--- config.mk ---
export PLATFORM = sky130hd
export DESIGN_NAME = sha_message_padder
export DESIGN_NICKNAME = d
export VERILOG_FILES = /design/src/rtl/core/smp_pkg.sv /design/src/rtl/core/smp_front.sv /design/src/rtl/core/smp_queue.sv /design/src/rtl/core/smp_back.sv /design/src/rtl/core/sha_message_padder.sv
export SDC_FILE = /design/constraint.sdc
export NUM_CORES = 1
export LEC_CHECK = 0
export BUFFER_PORTS_ARGS = -buffer_cell sky130_fd_sc_hd__buf_2
export CORE_MARGIN = 3
export CORE_UTILIZATION = 56
export CTS_BUF_LIST = sky130_fd_sc_hd__clkbuf_16
export DETAILED_ROUTE_END_ITERATION = 12
export PLACE_DENSITY = 0.76
export REMOVE_ABC_BUFFERS = 1
export SETUP_SLACK_MARGIN = 0.4
export SYNTH_ARGS = -nofsm -noshare
export SYNTH_HDL_FRONTEND = slang
export SYNTH_SLANG_ARGS = --single-unit
--- constraint.sdc ---
create_clock -name clk -period 11.02 [get_ports clk]
set_clock_uncertainty 0.15 [all_clocks]
set_input_delay 0.551 -clock clk [delete_from_list [all_inputs] [get_ports clk]]
set_output_delay 0.551 -clock clk [all_outputs]
set_load 0.05 [all_outputs]
--- src/rtl/core/smp_pkg.sv ---
// shared types and constants for the sha message padder
// no dependencies; imported by every module of the padder
package smp_pkg;

  // width of the message byte counter
  localparam int COUNT_BITS = 61;

  // entries in the job queue between front and back
  localparam int QUEUE_DEPTH = 2;
  localparam int QPTR_W      = (QUEUE_DEPTH > 1) ? $clog2(QUEUE_DEPTH) : 1;
  localparam int QCNT_W      = $clog2(QUEUE_DEPTH + 1);

  localparam logic [7:0] PAD_MARKER   = 8'h80;
  // word index within a 64-byte block that holds the length
  localparam logic [2:0] LEN_WORD_IDX = 3'd7;
  // last word index that may carry zero fill
  localparam logic [2:0] LAST_FILL_IDX = 3'd6;

  typedef enum logic {
    CMD_DATA = 1'b0,
    CMD_END  = 1'b1
  } cmd_t;

  typedef enum logic {
    JOB_WORD,
    JOB_PAD
  } job_kind_t;

  // one unit of work handed from front to back
  typedef struct packed {
    job_kind_t   kind;
    logic [63:0] word;       // finished data word, or the marker word
    logic        block_end;  // only for data words
    logic [2:0]  word_idx;   // block position of the marker word
    logic [63:0] bit_len;    // message length in bits
  } job_t;

  typedef enum logic [1:0] {
    BK_FETCH,
    BK_ZERO,
    BK_LEN
  } back_state_t;

endpackage

--- src/rtl/core/smp_front.sv ---
// front of the padder: takes bytes, packs words, builds padding jobs
// depends on smp_pkg
module smp_front (
  input  logic          clk,
  input  logic          rst,
  input  logic          in_valid,
  output logic          in_ready,
  input  logic          cmd,
  input  logic [7:0]    data_byte,
  input  logic          q_full,
  output logic          push,
  output smp_pkg::job_t push_job
);
  import smp_pkg::*;

  logic [COUNT_BITS-1:0] byte_count, byte_count_next;
  logic [55:0]           partial_word, partial_word_next;
  logic                  accept;
  logic [63:0]           marker_word;

  assign in_ready = !q_full;
  assign accept   = in_valid && !q_full;

  // partial bytes plus marker, moved up to the top of the word
  assign marker_word = {partial_word, PAD_MARKER} << {~byte_count[2:0], 3'b000};

  always_comb begin
    push              = 1'b0;
    push_job.kind     = JOB_WORD;
    push_job.word     = {partial_word, data_byte};
    push_job.block_end = (byte_count[5:0] == 6'd63);
    push_job.word_idx = byte_count[5:3];
    push_job.bit_len  = 64'(byte_count) << 3;
    byte_count_next   = byte_count;
    partial_word_next = partial_word;
    if (accept) begin
      if (cmd == CMD_DATA) begin
        byte_count_next = byte_count + 1'b1;
        if (byte_count[2:0] == 3'd7) begin
          push              = 1'b1;
          partial_word_next = '0;
        end else begin
          partial_word_next = {partial_word[47:0], data_byte};
        end
      end else begin
        push              = 1'b1;
        push_job.kind     = JOB_PAD;
        push_job.word     = marker_word;
        byte_count_next   = '0;
        partial_word_next = '0;
      end
    end
  end

  always_ff @(posedge clk) begin
    if (rst) begin
      byte_count   <= '0;
      partial_word <= '0;
    end else begin
      byte_count   <= byte_count_next;
      partial_word <= partial_word_next;
    end
  end

endmodule

--- src/rtl/core/smp_queue.sv ---
// short job queue between front and back
// depends on smp_pkg
module smp_queue (
  input  logic          clk,
  input  logic          rst,
  input  logic          push,
  input  smp_pkg::job_t push_job,
  output logic          full,
  input  logic          pop,
  output logic          not_empty,
  output smp_pkg::job_t head
);
  import smp_pkg::*;

  job_t              entries [QUEUE_DEPTH];
  logic [QPTR_W-1:0] wr_ptr, rd_ptr;
  logic [QCNT_W-1:0] fill;
  logic              do_push, do_pop;

  assign full      = (fill == QCNT_W'(QUEUE_DEPTH));
  assign not_empty = (fill != '0);
  assign head      = entries[rd_ptr];
  assign do_push   = push && !full;
  assign do_pop    = pop && not_empty;

  always_ff @(posedge clk) begin
    if (do_push) begin
      entries[wr_ptr] <= push_job;
    end
  end

  always_ff @(posedge clk) begin
    if (rst) begin
      wr_ptr <= '0;
      rd_ptr <= '0;
      fill   <= '0;
    end else begin
      if (do_push) begin
        wr_ptr <= (wr_ptr == QPTR_W'(QUEUE_DEPTH - 1)) ? '0 : wr_ptr + 1'b1;
      end
      if (do_pop) begin
        rd_ptr <= (rd_ptr == QPTR_W'(QUEUE_DEPTH - 1)) ? '0 : rd_ptr + 1'b1;
      end
      if (do_push && !do_pop) begin
        fill <= fill + 1'b1;
      end else if (do_pop && !do_push) begin
        fill <= fill - 1'b1;
      end
    end
  end

endmodule

--- src/rtl/core/smp_back.sv ---
// back of the padder: emits data words and runs the padding sequence
// depends on smp_pkg
module smp_back (
  input  logic          clk,
  input  logic          rst,
  input  logic          q_not_empty,
  input  smp_pkg::job_t q_head,
  output logic          pop,
  output logic          out_valid,
  input  logic          out_ready,
  output logic [63:0]   out_word,
  output logic          block_end,
  output logic          message_end
);
  import smp_pkg::*;

  back_state_t state, state_next;
  logic [2:0]  idx, idx_next;
  logic [63:0] bit_len, bit_len_next;
  logic        out_valid_next;
  logic [63:0] out_word_next;
  logic        block_end_next, message_end_next;
  logic        advance;

  assign advance = !out_valid || out_ready;

  always_comb begin
    state_next       = state;
    idx_next         = idx;
    bit_len_next     = bit_len;
    out_valid_next   = out_valid && !out_ready;
    out_word_next    = out_word;
    block_end_next   = block_end;
    message_end_next = message_end;
    pop              = 1'b0;
    case (state)
      BK_FETCH: begin
        if (advance && q_not_empty) begin
          pop              = 1'b1;
          out_valid_next   = 1'b1;
          out_word_next    = q_head.word;
          message_end_next = 1'b0;
          if (q_head.kind == JOB_WORD) begin
            block_end_next = q_head.block_end;
          end else begin
            block_end_next = (q_head.word_idx == LEN_WORD_IDX);
            idx_next       = 3'(q_head.word_idx + 3'd1);
            bit_len_next   = q_head.bit_len;
            state_next     = (q_head.word_idx == LAST_FILL_IDX) ? BK_LEN : BK_ZERO;
          end
        end
      end
      BK_ZERO: begin
        if (advance) begin
          out_valid_next   = 1'b1;
          out_word_next    = '0;
          block_end_next   = 1'b0;
          message_end_next = 1'b0;
          if (idx == LAST_FILL_IDX) begin
            state_next = BK_LEN;
          end else begin
            idx_next = 3'(idx + 3'd1);
          end
        end
      end
      BK_LEN: begin
        if (advance) begin
          out_valid_next   = 1'b1;
          out_word_next    = bit_len;
          block_end_next   = 1'b1;
          message_end_next = 1'b1;
          state_next       = BK_FETCH;
        end
      end
      default: begin
        state_next = BK_FETCH;
      end
    endcase
  end

  always_ff @(posedge clk) begin
    if (rst) begin
      state     <= BK_FETCH;
      out_valid <= 1'b0;
    end else begin
      state     <= state_next;
      out_valid <= out_valid_next;
    end
  end

  always_ff @(posedge clk) begin
    idx         <= idx_next;
    bit_len     <= bit_len_next;
    out_word    <= out_word_next;
    block_end   <= block_end_next;
    message_end <= message_end_next;
  end

endmodule

--- src/rtl/core/sha_message_padder.sv ---
// sha message padder top: one byte per accepted transfer in, 64-bit words out
// a data word passes through the queue and then the output register; throughput: one
// byte per cycle unless the queue is full; an end mark yields 2 to 9 words at one per
// cycle while m_tready is high; the front keeps taking new bytes while the back pads
// reset: synchronous active-high rst clears the byte counter, partial word, queue
// and back sequencer; no clearing pass, ready on the first cycle after reset
module sha_message_padder (
  input  logic        clk,
  input  logic        rst,
  // input side
  input  logic        s_tvalid,
  output logic        s_tready,
  input  logic [7:0]  s_tdata,   // [7:0] data_byte
  input  logic        s_tuser,   // [0] cmd: 0 data byte, 1 end of message
  // output side
  output logic        m_tvalid,
  input  logic        m_tready,
  output logic [63:0] m_tdata,   // [63:0] out_word, first byte in the top bits
  output logic        m_tuser,   // [0] block_end
  output logic        m_tlast    // message_end, set on the length word
);
  import smp_pkg::*;

  // front to queue
  logic push;
  job_t push_job;
  logic q_full;

  // queue to back
  logic q_not_empty;
  job_t q_head;
  logic pop;

  // front packs bytes and turns each finished word or end mark into a job
  smp_front u_front (
    .clk       (clk),
    .rst       (rst),
    .in_valid  (s_tvalid),
    .in_ready  (s_tready),
    .cmd       (s_tuser),
    .data_byte (s_tdata),
    .q_full    (q_full),
    .push      (push),
    .push_job  (push_job)
  );

  // small queue so the front keeps running while padding is emitted
  smp_queue u_queue (
    .clk       (clk),
    .rst       (rst),
    .push      (push),
    .push_job  (push_job),
    .full      (q_full),
    .pop       (pop),
    .not_empty (q_not_empty),
    .head      (q_head)
  );

  // back drives the registered output word, zero fill and length
  smp_back u_back (
    .clk         (clk),
    .rst         (rst),
    .q_not_empty (q_not_empty),
    .q_head      (q_head),
    .pop         (pop),
    .out_valid   (m_tvalid),
    .out_ready   (m_tready),
    .out_word    (m_tdata),
    .block_end   (m_tuser),
    .message_end (m_tlast)
  );

endmodule
=== After elaboration in Yosys (flattened, before gate mapping) ===
Memory sizes are Yosys's and may differ from the RTL's. A register that Yosys moved wholly into a read port is not among the register bits.
Index checks and enable logic that the tools add are counted.

* Register bits after elaboration: 257
* Bits in writable memories: 260
* Bits of input ports: 13
* Output and inout bits: 68
* Logic and storage cells: 103
* Memories: 1

{| class="wikitable"
|+ Memory list
! memory !! depth !! width !! read ports !! clocked after Yosys merged registers in !! write ports !! RTL line !! text
|-
| u_queue.entries || 2 || 130 || 1 || 1 || 1 || smp_queue.sv:15 || <nowiki>job_t entries [QUEUE_DEPTH];</nowiki>
|}

* Add/subtract/negate cells: 7
* Equal/unequal tests: 14
* Shifts and indexed selects: 1
* Muxes and demuxes: 44
* Bitwise gates (word level): 1
* Reduce and logical (&&, ||, !) cells: 23

{| class="wikitable"
|+ Operator list
! cell !! count
|-
| 64-bit 2-to-1 mux || 3
|-
| 64-bit case mux with 3 select lines || 1
|-
| 65-bit 2-to-1 mux || 2
|-
| 56-bit 2-to-1 mux || 2
|-
| 64-bit by 6-bit << shifter with 64-bit output || 1
|-
| 61-bit by 1-bit adder with 61-bit output (second input constant) || 1
|-
| 61-bit 2-to-1 mux || 1
|-
| 1-bit 2-to-1 mux || 18
|-
| 2-bit 2-to-1 mux || 8
|-
| 3-bit equality test (second input constant) || 4
|-
| 3-bit 2-to-1 mux || 4
|-
| 2-bit by 1-bit inequality test with 1-bit output (second input constant) || 5
|-
| 5-bit AND reduction || 2
|-
| 1-bit logical AND || 7
|-
| 3-bit by 1-bit adder with 3-bit output (second input constant) || 2
|-
| 6-bit equality test (second input constant) || 1
|-
| 1-bit case mux with 3 select lines || 2
|-
| 2-bit case mux with 3 select lines || 1
|-
| 3-bit case mux with 2 select lines || 1
|-
| 2-bit nonzero test || 3
|-
| 1-bit logical NOT || 5
|-
| 2-bit equality test (second input constant) || 2
|-
| 4-bit AND reduction || 1
|-
| 3-bit inverter || 1
|-
| other kinds (11) || 12
|}

=== Depth between registers and ports, before layout ===
Gate-level depths: netlist of run 1.

* Word-level depth: 9
* Gate-level depth with buffers: 9
* Gate-level depth less buffers: 8

=== Cells and area by module ===
A second synthesis of run 1 with hierarchy kept.

* Cells, all modules: 1673
* Area, all modules: 22182.5 um^2

{| class="wikitable"
|+ Modules (own cells, without submodules)
! module !! times used !! cells each !! area an instance (um^2) !! sequential area each (um^2)
|-
| smp_queue || 1 || 439 || 10099.7 || 8087.8
|-
| smp_front || 1 || 840 || 6711.4 || 2342.2
|-
| smp_back || 1 || 394 || 5371.4 || 4053.9
|}

=== Least setup slack after synthesis of run 1 ===
OpenSTA, ideal clock, no wires.

* Path kind: reg2reg
* Start point: register u_queue.fill[0]
* End point: memory u_queue.entries[0][0] (netlist name), enable pin
* Library setup time: 768 ps
* Arrival: 9929 ps
* Data required time: 10102 ps
* Setup slack: 172 ps
* Stages on the path, launching flop included: 7
* Path buffers: 2
* Path through: dfxtp_1 -> nor2b_1 -> inv_2 -> nand2_1 -> clkbuf_1 -> buf_1 -> nor3_1

* Word-level cells in the longest chain between the ends: 7

{| class="wikitable"
|+ Ends and longest elaborated chain
! what !! RTL line !! text
|-
| start: declaration || smp_queue.sv:17 || <nowiki>logic [QCNT_W-1:0] fill;</nowiki>
|-
| start signal: assignment || smp_queue.sv:45 || <nowiki>fill <= fill + 1'b1;</nowiki>
|-
| start signal: assignment || smp_queue.sv:47 || <nowiki>fill <= fill - 1'b1;</nowiki>
|-
| 2-bit equality test (*) || smp_queue.sv:20 || <nowiki>assign full = (fill == QCNT_W'(QUEUE_DEPTH));</nowiki>
|-
| 1-bit logical NOT (*) || - ||
|-
| named net s_tready || sha_message_padder.sv:12 || <nowiki>output logic s_tready,</nowiki>
|-
| 1-bit logical AND || smp_front.sv:22 || <nowiki>assign accept = in_valid && !q_full;</nowiki>
|-
| 1-bit 2-to-1 mux || smp_front.sv:36 || <nowiki>if (accept) begin</nowiki>
|-
| 1-bit logical AND (*) || smp_queue.sv:23 || <nowiki>assign do_push = push && !full;</nowiki>
|-
| 1-bit 2-to-1 mux (*) || smp_queue.sv:27 || <nowiki>if (do_push) begin</nowiki>
|-
| 1-bit 2-to-1 mux (implied by the code) (*) || smp_queue.sv:28 || <nowiki>entries[wr_ptr] <= push_job;</nowiki>
|-
| end: declaration || smp_queue.sv:15 ||
|}

Mark *: on every way through the listed nets, which the timed path passes. The rest lies on a longest branch.

=== Worst setup path in the final report of run 1 ===
* Start point: register u_front.byte_count[0]
* End point: memory u_queue.entries[1][9] (netlist name), enable pin

* Word-level cells in the longest chain between the ends: 7

{| class="wikitable"
|+ Ends and longest elaborated chain
! what !! RTL line !! text
|-
| start: declaration || smp_front.sv:16 || <nowiki>logic [COUNT_BITS-1:0] byte_count, byte_count_next;</nowiki>
|-
| start signal: assignment || smp_front.sv:60 || <nowiki>byte_count <= byte_count_next;</nowiki>
|-
| 3-bit equality test || smp_front.sv:39 || <nowiki>if (byte_count[2:0] == 3'd7) begin</nowiki>
|-
| 1-bit 2-to-1 mux || smp_front.sv:39 ||
|-
| 1-bit 2-to-1 mux || smp_front.sv:37 || <nowiki>if (cmd == CMD_DATA) begin</nowiki>
|-
| 1-bit 2-to-1 mux || smp_front.sv:36 ||
|-
| 1-bit logical AND || smp_queue.sv:23 ||
|-
| named net u_queue.do_push || smp_queue.sv:18 || <nowiki>logic do_push, do_pop;</nowiki>
|-
| 1-bit 2-to-1 mux || smp_queue.sv:27 ||
|-
| 1-bit 2-to-1 mux (implied by the code) || smp_queue.sv:28 ||
|}

The timed path passes the listed nets, and every way through them passes these cells.

==> results of run 1 <==
[layout by cell type, fill, tap and decap left out, drive strengths merged, types with 24 or more instances in the layout]
cell and count:
dfxtp 125, edfxtp 384, mux2i 78, nand3 86
a21oi 104, inv 35, mux2 87, clkbuf 50
nand2 202, nor2 82, nand4 24, buf 100
o21ai 123
[worst min-delay path: cells and delay by family]
| kind | cells | cell delay (ns) |
|---|---|---|
| buf+inv | 1 | 0.11 |
| compound gates | 1 | 0.06 |
| simple gates | 1 | 0.06 |
[sequential cells by signal, summed over array words and instances (netlist names), named ones only]
signal / flops
u_front.byte_count: 61
u_front.partial_word: 56
u_back.state: 2
u_back.out_valid: 1
u_back.block_end: 1
u_back.idx: 3
u_queue.rd_ptr: 1
u_queue.entries: 254
u_back.bit_len: 61
u_back.out_word: 64
u_queue.fill: 2
u_queue.wr_ptr: 1
u_back.message_end: 1
[power by group]
part,switching (uW),internal (uW),total (uW)
combinational,954,281,1230
clock,668,861,1530
sequential,75.0,2440,2510
total,1700,3580,5270
[how the worst max path moves through the flow]
stage	to	slack (ns)	depth (start not counted)
after CTS	u_queue.entries[1][9]$_DFFE_PP_	6.58	8
after detailed placement	u_queue.entries[1][17]$_DFFE_PP_	6.60	8
final	u_queue.entries[1][9]$_DFFE_PP_	6.59	8
after global placement	u_queue.entries[1][129]$_DFFE_PP_	6.67	8
after global routing	u_queue.entries[1][9]$_DFFE_PP_	6.28	8
after floorplan	u_queue.entries[0][0]$_DFFE_PP_	-1.50	4
[cell families (layout without fill, tap and decap cells)]
| logic type | count (synthesis) | in the layout | synth area share (%) |
|---|---|---|---|
| AO/OA/AOI/OAI | 285 | 285 | 7.654 |
| XOR/XNOR | 28 | 28 | 1.168 |
| adder cells (fa/ha/maj) | 8 | 8 | 0.4769 |
| buffers and inverters | 120 | 205 | 2.188 |
| flip-flops | 509 | 509 | 66.86 |
| multiplexers | 181 | 181 | 10.10 |
| other | 0 | 1 | 0 |
| AND/OR/NAND/NOR | 509 | 509 | 11.55 |
[per-layer routing]
| metal | part of all wire [%] | global-route usage, % | vias to the layer above |
|---|---|---|---|
| li1 | - | - | 6218 |
| met1 | 42 | 33.39 | 6666 |
| met2 | 46 | 35.93 | 538 |
| met3 | 7.6 | 3.878 | 100 |
| met4 | 3.9 | 9.046 | 0 |
| met5 | 0 | 0 | - |
[synthesized netlist by cell type (all sizes together) (2+ instances only)]
| library cell | number | area share, % |
|---|---|---|
| mux2 | 87 | 4.7 |
| nand3 | 86 | 2.1 |
| and2 | 22 | 0.66 |
| a22oi | 8 | 0.29 |
| a211oi | 2 | 0.072 |
| and4 | 8 | 0.33 |
| a21oi | 104 | 2.5 |
| a221oi | 12 | 0.50 |
| nor3 | 10 | 0.24 |
| or3 | 15 | 0.45 |
| xor2 | 17 | 0.71 |
| xnor2 | 11 | 0.46 |
| nand4b | 2 | 0.083 |
| nand2 | 202 | 3.6 |
| buf | 23 | 0.45 |
| o41ai | 2 | 0.083 |
| nor2b | 7 | 0.21 |
| or4 | 20 | 0.73 |
| nor4 | 9 | 0.30 |
| nor2 | 82 | 1.5 |
| o31ai | 16 | 0.57 |
| dfxtp | 125 | 12 |
| mux2i | 78 | 3.7 |
| ha | 8 | 0.48 |
| inv | 16 | 0.29 |
| nand3b | 5 | 0.18 |
| o21ai | 123 | 2.9 |
| a22o | 12 | 0.50 |
| nand4 | 24 | 0.72 |
| edfxtp | 384 | 55 |
| and3 | 12 | 0.36 |
| clkbuf | 80 | 1.4 |
| nand2b | 3 | 0.089 |
| mux4 | 16 | 1.7 |
[layout make-up]
class / instances / area [sq um] / share of cell area, %
sequential: 509 / 14040 / 60.39
multi-input combinational: 1011 / 6551 / 28.18
clock buffer: 50 / 1251 / 5.382
tap: 468 / 585.6 / 2.519
timing repair buffer: 100 / 550.5 / 2.368
clock inverter: 38 / 203.9 / 0.8772
inverter: 17 / 63.81 / 0.2745
antenna: 1 / 2.502 / 0.01076
[stage by stage]
| stage | worst slack, ns | total power (uW) | area (sq um) | hold WS [ns] | instances |
|---|---|---|---|---|---|
| floorplan | -1.504 | 3506 | 20590 | 0.2832 | 1537 |
| global placement | 6.666 | 3771 | 21790 | 0.3029 | 2105 |
| detailed placement | 6.601 | 3791 | 21790 | 0.3078 | 2105 |
| CTS | 6.578 | 5313 | 23250 | 0.1053 | 2193 |
| global route | 6.283 | 5488 | 23250 | 0.1220 | 2193 |
| finish | 6.595 | 5275 | 23250 | 0.1252 | 2194 |
==> metrics, run 1 <==
run status completed; Max-Cap Viols 0; fin crit share 40.16%; Critical Path AT 4.45 ns; R2R cell count 8; hold endpoint u_front.partial_word[0]$_SDFFE_PP0N_; Yosys cell types 48; CP Capture Type flop; Worst VDD drop 0.1907 mV; height of the die 199.6 um; Min Clock Period, post-route 4.425 ns; Synth Flop Type edfxtp_1; Initial DRC Count 1631; drt pass-1 iters 8; CP bufs+invs 3; CTS tree done; post-synthesis cell area 20990 sq um; FFs w/ async S/R, synth 0%; CTS root buf clkbuf_16; min-delay src s_tdata[0]; Synth warnings 0; CTS sink cnt 509; routed vias/inst 6.163; number of remaining DRC errors 0; CP Cell Sequence buf_4, ha_1, ha_1, nor2_4, buf_4, nor2_1, and2_4, buf_4; r2r setup slk 6.59 ns; hold path cells 3; largest net degree at the start of global routing 76; Max Clk Rate 226.0 MHz; share of post-route cells with drive strength above 1 16.46%; final number of max-transition violations 0; RSZ-0062 raised after global routing false; drt wl/cell 21.12 um; Fin. Hold Viols 0; Worst path top cell family by delay buffers and inverters; Seq/Total Area, Yosys 66.86%; Worst Max-Slew Pin Slew 1.305 ns; first-pass GRT wire length 71990 um; Worst setup SP type flop; setup TNS 0 ns; Worst-path clk slew 0.06 ns; max incr delay on CP 0.83 ns; Crit Path Class reg2reg; clk buf depth 3; H-tree depth 2; most frequent CP cell buf_4; Synth Instances 1640; Pwr per Cell Area 226.9 nW/um^2; postcts setup bufs 0; vias 13520; Core Region 36790 sq um; leak pwr 0.007590 uW; Crit Path Max Fanout 68; CTS buffer count 48; worst min path class in2reg; Initial Util 57.06%; Post-CTS Resized 0; CP max-delay cell buf_4; max_slew headroom 12.98%; Setup-failing EPs final 0; Area Growth Syn to Fin 10.77%; Layout fillers 2728; syn avg cell area 12.80 sq um; Post-synth EDFFs 384; area of the die 39840 sq um; port bufs 80; initial antenna violation count 0; routability cong. 0.8807; io pins 81; Placement Rows 70; Clock Latency Late Sink 0.55 ns; number of global-route vias before repair 12790; Worst Path Required 11.04 ns; Worst Setup SP u_front.byte_count[0]$_SDFFE_PP0N_; RR Startpoint u_front.byte_count[0]$_SDFFE_PP0N_; all-layer global routing usage 23.24%; Synth Register Bits 509; Die W 199.6 um; final WL 46330 um; R2R Path End u_queue.entries[1][9]$_DFFE_PP_; fin util 63.20%; Antenna Nets Post-Route 0; fin nets 1708; HPWL Detailed 28200 um; grt ovf 0; hold-fix buffers at CTS 0
Power figures use the tool's default switching activity.
==> run 2, diff against run 1 <==
clock period = 4 ns   (was 11.02 ns; I/O delays follow)
==> run 2 against run 1 <==
Critical path depth fell by 2. First-iteration DRC count fell by 2.5%. Critical endpoint is now u_front.byte_count[37]$_SDFFE_PP0N_. Clock power rose to 2.9 times the previous value. Sequential share of layout area fell by 0.83 points. Power rose to 2.8 times the previous value. Cell count rose by 1.1%. Sequential power rose to 2.8 times the previous value.
==> metrics, run 2 (synthesis gave the netlist of run 1 again) <==
CTS sink cnt 509; CTS buffer count 50; all-layer global routing usage 24.26%; Worst VDD drop 0.5139 mV; height of the die 199.6 um; first-pass GRT wire length 74600 um; Max-Cap Viols 0; Core Region 36790 sq um; RSZ-0062 raised after global routing false; Clock Latency Late Sink 0.59 ns; vias 13700; routed vias/inst 6.176; Max Clk Rate 331.8 MHz; Fin. Hold Viols 0; placed inst area 21920 sq um; placed cell count 2115; Area Growth Syn to Fin 12.32%; CP Capture Type flop; fin util 64.09%; setup TNS 0 ns; Worst Max-Slew Pin Slew 0.9583 ns; max incr delay on CP 0.78 ns; Worst Path Required 4.37 ns; CP max-delay cell nor4_1; Min Clock Period, post-route 3.014 ns; max_slew headroom 35.52%; most frequent cells in the layout edfxtp_1, nand2_1, o21ai_0, dfxtp_1, a21oi_1; max FFs per register 254; io pins 81; final WL 48500 um; CTS tree done; fin crit share 75.34%; fin nets 1732; Pwr per Cell Area 627.3 nW/um^2; Setup-failing EPs final 0; CP Cell Sequence buf_4, nand3_1, nor4_1, nand4_1, or4_1, a21oi_1; share of post-route cells with drive strength above 1 17.08%; Die W 199.6 um; Placement Rows 70; number of global-route vias before repair 13300; largest register by flop count u_queue.entries; total power 14790 uW; initial antenna violation count 1; worst min path class in2reg; Post-CTS Resized 0; routability cong. 0.8790; H-tree depth 2; leading cell type in the layout, fill and taps excluded edfxtp_1; run status completed; post-route cell area 23570 sq um; Non-Filler Instances 2219; n_diodes 0; drt pass-1 iters 5; drt wl/cell 21.86 um; Critical Path AT 3.38 ns; Crit Path Class reg2reg; area of the die 39840 sq um; Largest regs u_queue.entries (254), u_back.out_word (64); CTS root buf clkbuf_16; Initial DRC Count 1591; Worst-path clk slew 0.06 ns; final number of max-transition violations 0; largest net degree at the start of global routing 128; port bufs 80; Initial Util 57.06%; clk buf depth 3; Crit Path Max Fanout 27; number of remaining DRC errors 0; grt ovf 0; Antenna Nets Post-Route 0; Worst setup SP type flop; leak pwr 0.007731 uW; HPWL Detailed 29580 um
## run 2: cell types whose count changed in the layout (fill, tap and decap cells not counted), sizes merged
cell	previous run	this run
inv	35	36
buf	100	110
clkinv	18	16
clkbuf	50	51
dlygate4sd3	0	12
bufinv	2	3
clkinvlp	0	3
diode	1	0
## run 2: cell type report
cell class	instances	area (sq um)
sequential	509	14040
inverter	17	63.81
multi-input combinational	1011	6551
timing repair buffer	122	795.8
tap	468	585.6
clock buffer	51	1276
clock inverter	41	260.3
fill	2683	13210
## run 2: stage by stage
stage	worst slack [ns]	hold WS [ns]
3_5_place_dp	1.085	0.3064
3_3_place_gp	1.178	0.3022
4_1_cts	1.015	0.001505
6_report	0.9864	0.02437
2_1_floorplan	-8.524	0.1191
5_1_grt	0.7490	0.04934
## run 2: worst paths after layout
path	depth (start not counted)	slack, ns	endpoint	startpoint
worst max-delay path	6	0.99	u_front.byte_count[37]$_SDFFE_PP0N_	u_front.byte_count[0]$_SDFFE_PP0N_
worst min-delay path	4	0.02	u_back.out_valid$_SDFF_PP0_	m_tready
worst max register to register	6	0.99	u_front.byte_count[37]$_SDFFE_PP0N_	u_front.byte_count[0]$_SDFFE_PP0N_
worst min register to register	2	0.32	u_front.partial_word[54]$_SDFFE_PP0N_	u_front.partial_word[54]$_SDFFE_PP0N_
## run 2: what timing repair did
item                                   CTS  global route
endpoints found under the hold margin   33             0
setup buffers                            0             0
hold buffers                            12             0
## run 2: worst max-delay path, delay by kind of cell (launching register included)
family                 cells  cell delay (ns)
flip-flops                 1             0.33
AND/OR/NAND/NOR            4             1.99
AO/OA/AOI/OAI              1             0.15
buffers and inverters      1             0.33
## run 2: metal layers
metal  part of all wire [%]  global-route usage [%]  up-vias
li1                       -                       -     6257
met1                     43                   33.87     6793
met2                     47                   38.61      551
met3                    7.2                   4.519      101
met4                    3.3                   8.659        2
met5                  0.027                       0        -
## run 2: report_power, final
part	internal, uW	switching (uW)
logic	806	2650
registers	6710	225
clock network	2490	1910
==> run 3, diff against run 2 <==
CORE_UTILIZATION = 62   (was 56)
PLACE_DENSITY = 0.8   (was 0.76)
clock period = 3 ns   (was 4 ns; I/O delays follow)
==> run 3 against run 2 <==
Sequential power up 33%. Global-route usage up 2.9 points. Maximum frequency up 13%. Wire length up 3.2%. Count of clock-buffer cells in the layout up 4.
==> metrics, run 3 (synthesis gave the netlist of run 1 again) <==
most frequent CP cell or4_4; hold_ws 0.03930 ns; Initial DRC Count 1427; largest net degree at the start of global routing 100; DR top layer met5; area of the multi-input gates 6641 sq um; min-delay src s_tvalid; met3 routed WL 4420 um; max FFs per register 254; RR Startpoint u_front.byte_count[14]$_SDFFE_PP0N_; CTS buffer count 49; CP max-delay cell or4_4; clk buf depth 3; Min Clock Period, post-route 2.666 ns; first-pass GRT wire length 76390 um; register area 14060 sq um; Setup WS post-layout 0.3338 ns; run status completed; most frequent cells in the layout edfxtp_1, nand2_1, o21ai_0, dfxtp_1, a21oi_1; fin crit share 88.87%; Max-Cap Viols 0; Worst setup SP type flop; vias 14110; fin nets 1761; Core Region 32950 sq um; Worst path top cell family by delay simple AND/OR/NAND/NOR gates; Layout fillers 2011; R2R cell count 5; Clock Power Share 31.8%; port bufs 80; CP Cell Sequence nand2_1, or4_4, or4_4, or4_1, a21oi_1; number of global-route vias before repair 13660; HPWL Detailed 30460 um; Clock Latency Late Sink 0.57 ns; CP Capture Type flop; Net Sw Frac 31.90%; final WL 50070 um; CTS tree done; Setup-failing EPs final 0; routed vias/inst 6.341; Area Growth Syn to Fin 14.97%; Placement Rows 66; H-tree depth 2; number of remaining DRC errors 0; all-layer global routing usage 27.20%; R2R Path End u_front.byte_count[58]$_SDFFE_PP0N_; io pins 81; Antenna Nets Post-Route 0; CTS sink cnt 509; final number of max-transition violations 0; drt pass-1 iters 6; internal power 13860 uW; max incr delay on CP 0.60 ns; hold endpoint u_queue.entries[1][129]$_DFFE_PP_; fin util 73.24%; P_sw 6492 uW; leak pwr 0.007982 uW; RSZ-0062 raised after global routing true; wire length on met2 24070 um; height of the die 190.0 um; grt ovf 0; share of post-route cells with drive strength above 1 20.83%; area of the die 36100 sq um; Worst-path clk slew 0.07 ns; Crit Path Max Fanout 8; Die W 190.0 um; Largest regs u_queue.entries (254), u_back.out_word (64); max_slew headroom 46.46%; initial antenna violation count 2; hold path cells 3; M1 WL 19760 um; Worst VDD drop 0.6739 mV; combinational share of power 22.8%; Fin. Hold Viols 0; CP bufs+invs 0; Worst Max-Slew Pin Slew 0.8031 ns; Crit Path Class reg2reg; r2r setup slk 0.33 ns; leading cell type in the layout, fill and taps excluded edfxtp_1; largest register by flop count u_queue.entries; routability cong. 0.9102; Max Clk Rate 375.1 MHz; Pwr per Cell Area 843.5 nW/um^2; worst min path class in2reg; Place WS 0.2177 ns; Critical Path AT 3.00 ns; Worst Path Required 3.33 ns; setup TNS 0 ns; drt wl/cell 22.50 um; part of the power in registers 45.4%; Initial Util 63.70%; CTS root buf clkbuf_16
==> run 3: cell types whose count changed in the layout (fill, tap and decap cells not counted), sizes merged <==
cell         before  now
buf             110  142
bufinv            3    6
clkbuf           51   55
clkinvlp          3    7
diode             0    2
dlygate4sd3      12   10
inv              36   25
==> run 3: routing by layer <==
metal	vias to the layer above	global-route usage [%]
li1	6316	-
met1	6938	37.80
met2	735	43.59
met3	117	4.385
met4	2	10.72
met5	-	0
==> run 3: per-stage QoR <==
step,power (uW),cells,instance area [sq um]
2_1_floorplan,12820,1537,20590
3_3_place_gp,13890,2108,22070
3_5_place_dp,13980,2108,22070
4_1_cts,20430,2215,24000
5_1_grt,21060,2223,24130
6_report,20350,2225,24130
==> run 3: layout make-up <==
cell class	instances	area share, %
diodes	2	0.02074
well taps	442	2.292
clock inverters	37	1.493
repair buffers	152	4.428
clock buffers	55	5.703
multi-input cells	1011	27.52
inverters	17	0.2644
flip-flops and latches	509	58.28
==> run 3: timing repair <==
action | CTS | global route
gates resized for setup | 19 | 17
pin swaps | 3 | 8
hold buffers | 10 | 0
endpoints found under the hold margin | 28 | 0
buffers inserted | 5 | 8
setup endpoints to repair | 45 | 69
==> run 3: worst max path at each step <==
stage | startpoint | end | slack (ns) | cells after the start
3_5_place_dp | u_queue.fill[1]$_SDFFE_PP0P_ | u_queue.entries[0][100]$_DFFE_PP_ | 0.22 | 7
5_1_grt | u_front.byte_count[32]$_SDFFE_PP0N_ | u_front.byte_count[51]$_SDFFE_PP0N_ | 0.30 | 6
6_report | u_front.byte_count[14]$_SDFFE_PP0N_ | u_front.byte_count[58]$_SDFFE_PP0N_ | 0.33 | 5
3_3_place_gp | u_queue.fill[1]$_SDFFE_PP0P_ | u_queue.entries[0][100]$_DFFE_PP_ | 0.31 | 7
2_1_floorplan | u_front.byte_count[0]$_SDFFE_PP0N_ | u_queue.entries[0][0]$_DFFE_PP_ | -9.52 | 4
4_1_cts | u_queue.fill[1]$_SDFFE_PP0P_ | u_queue.entries[0][100]$_DFFE_PP_ | 0.35 | 7
==> run 3: power groups by stage <==
stage / logic (uW) / clock network, uW / registers, uW
CTS: 4640 / 6530 / 9250
global route: 4890 / 6820 / 9340
finish: 4630 / 6480 / 9240
global placement: 4550 / 0 / 9340
detailed placement: 4610 / 0 / 9380
floorplan: 1510 / 0 / 11300
==> run 3: worst min-delay path: stages <==
cell and delay [ns]:
buf_2 0.15, nand3_2 0.12, clkinv_1 0.18
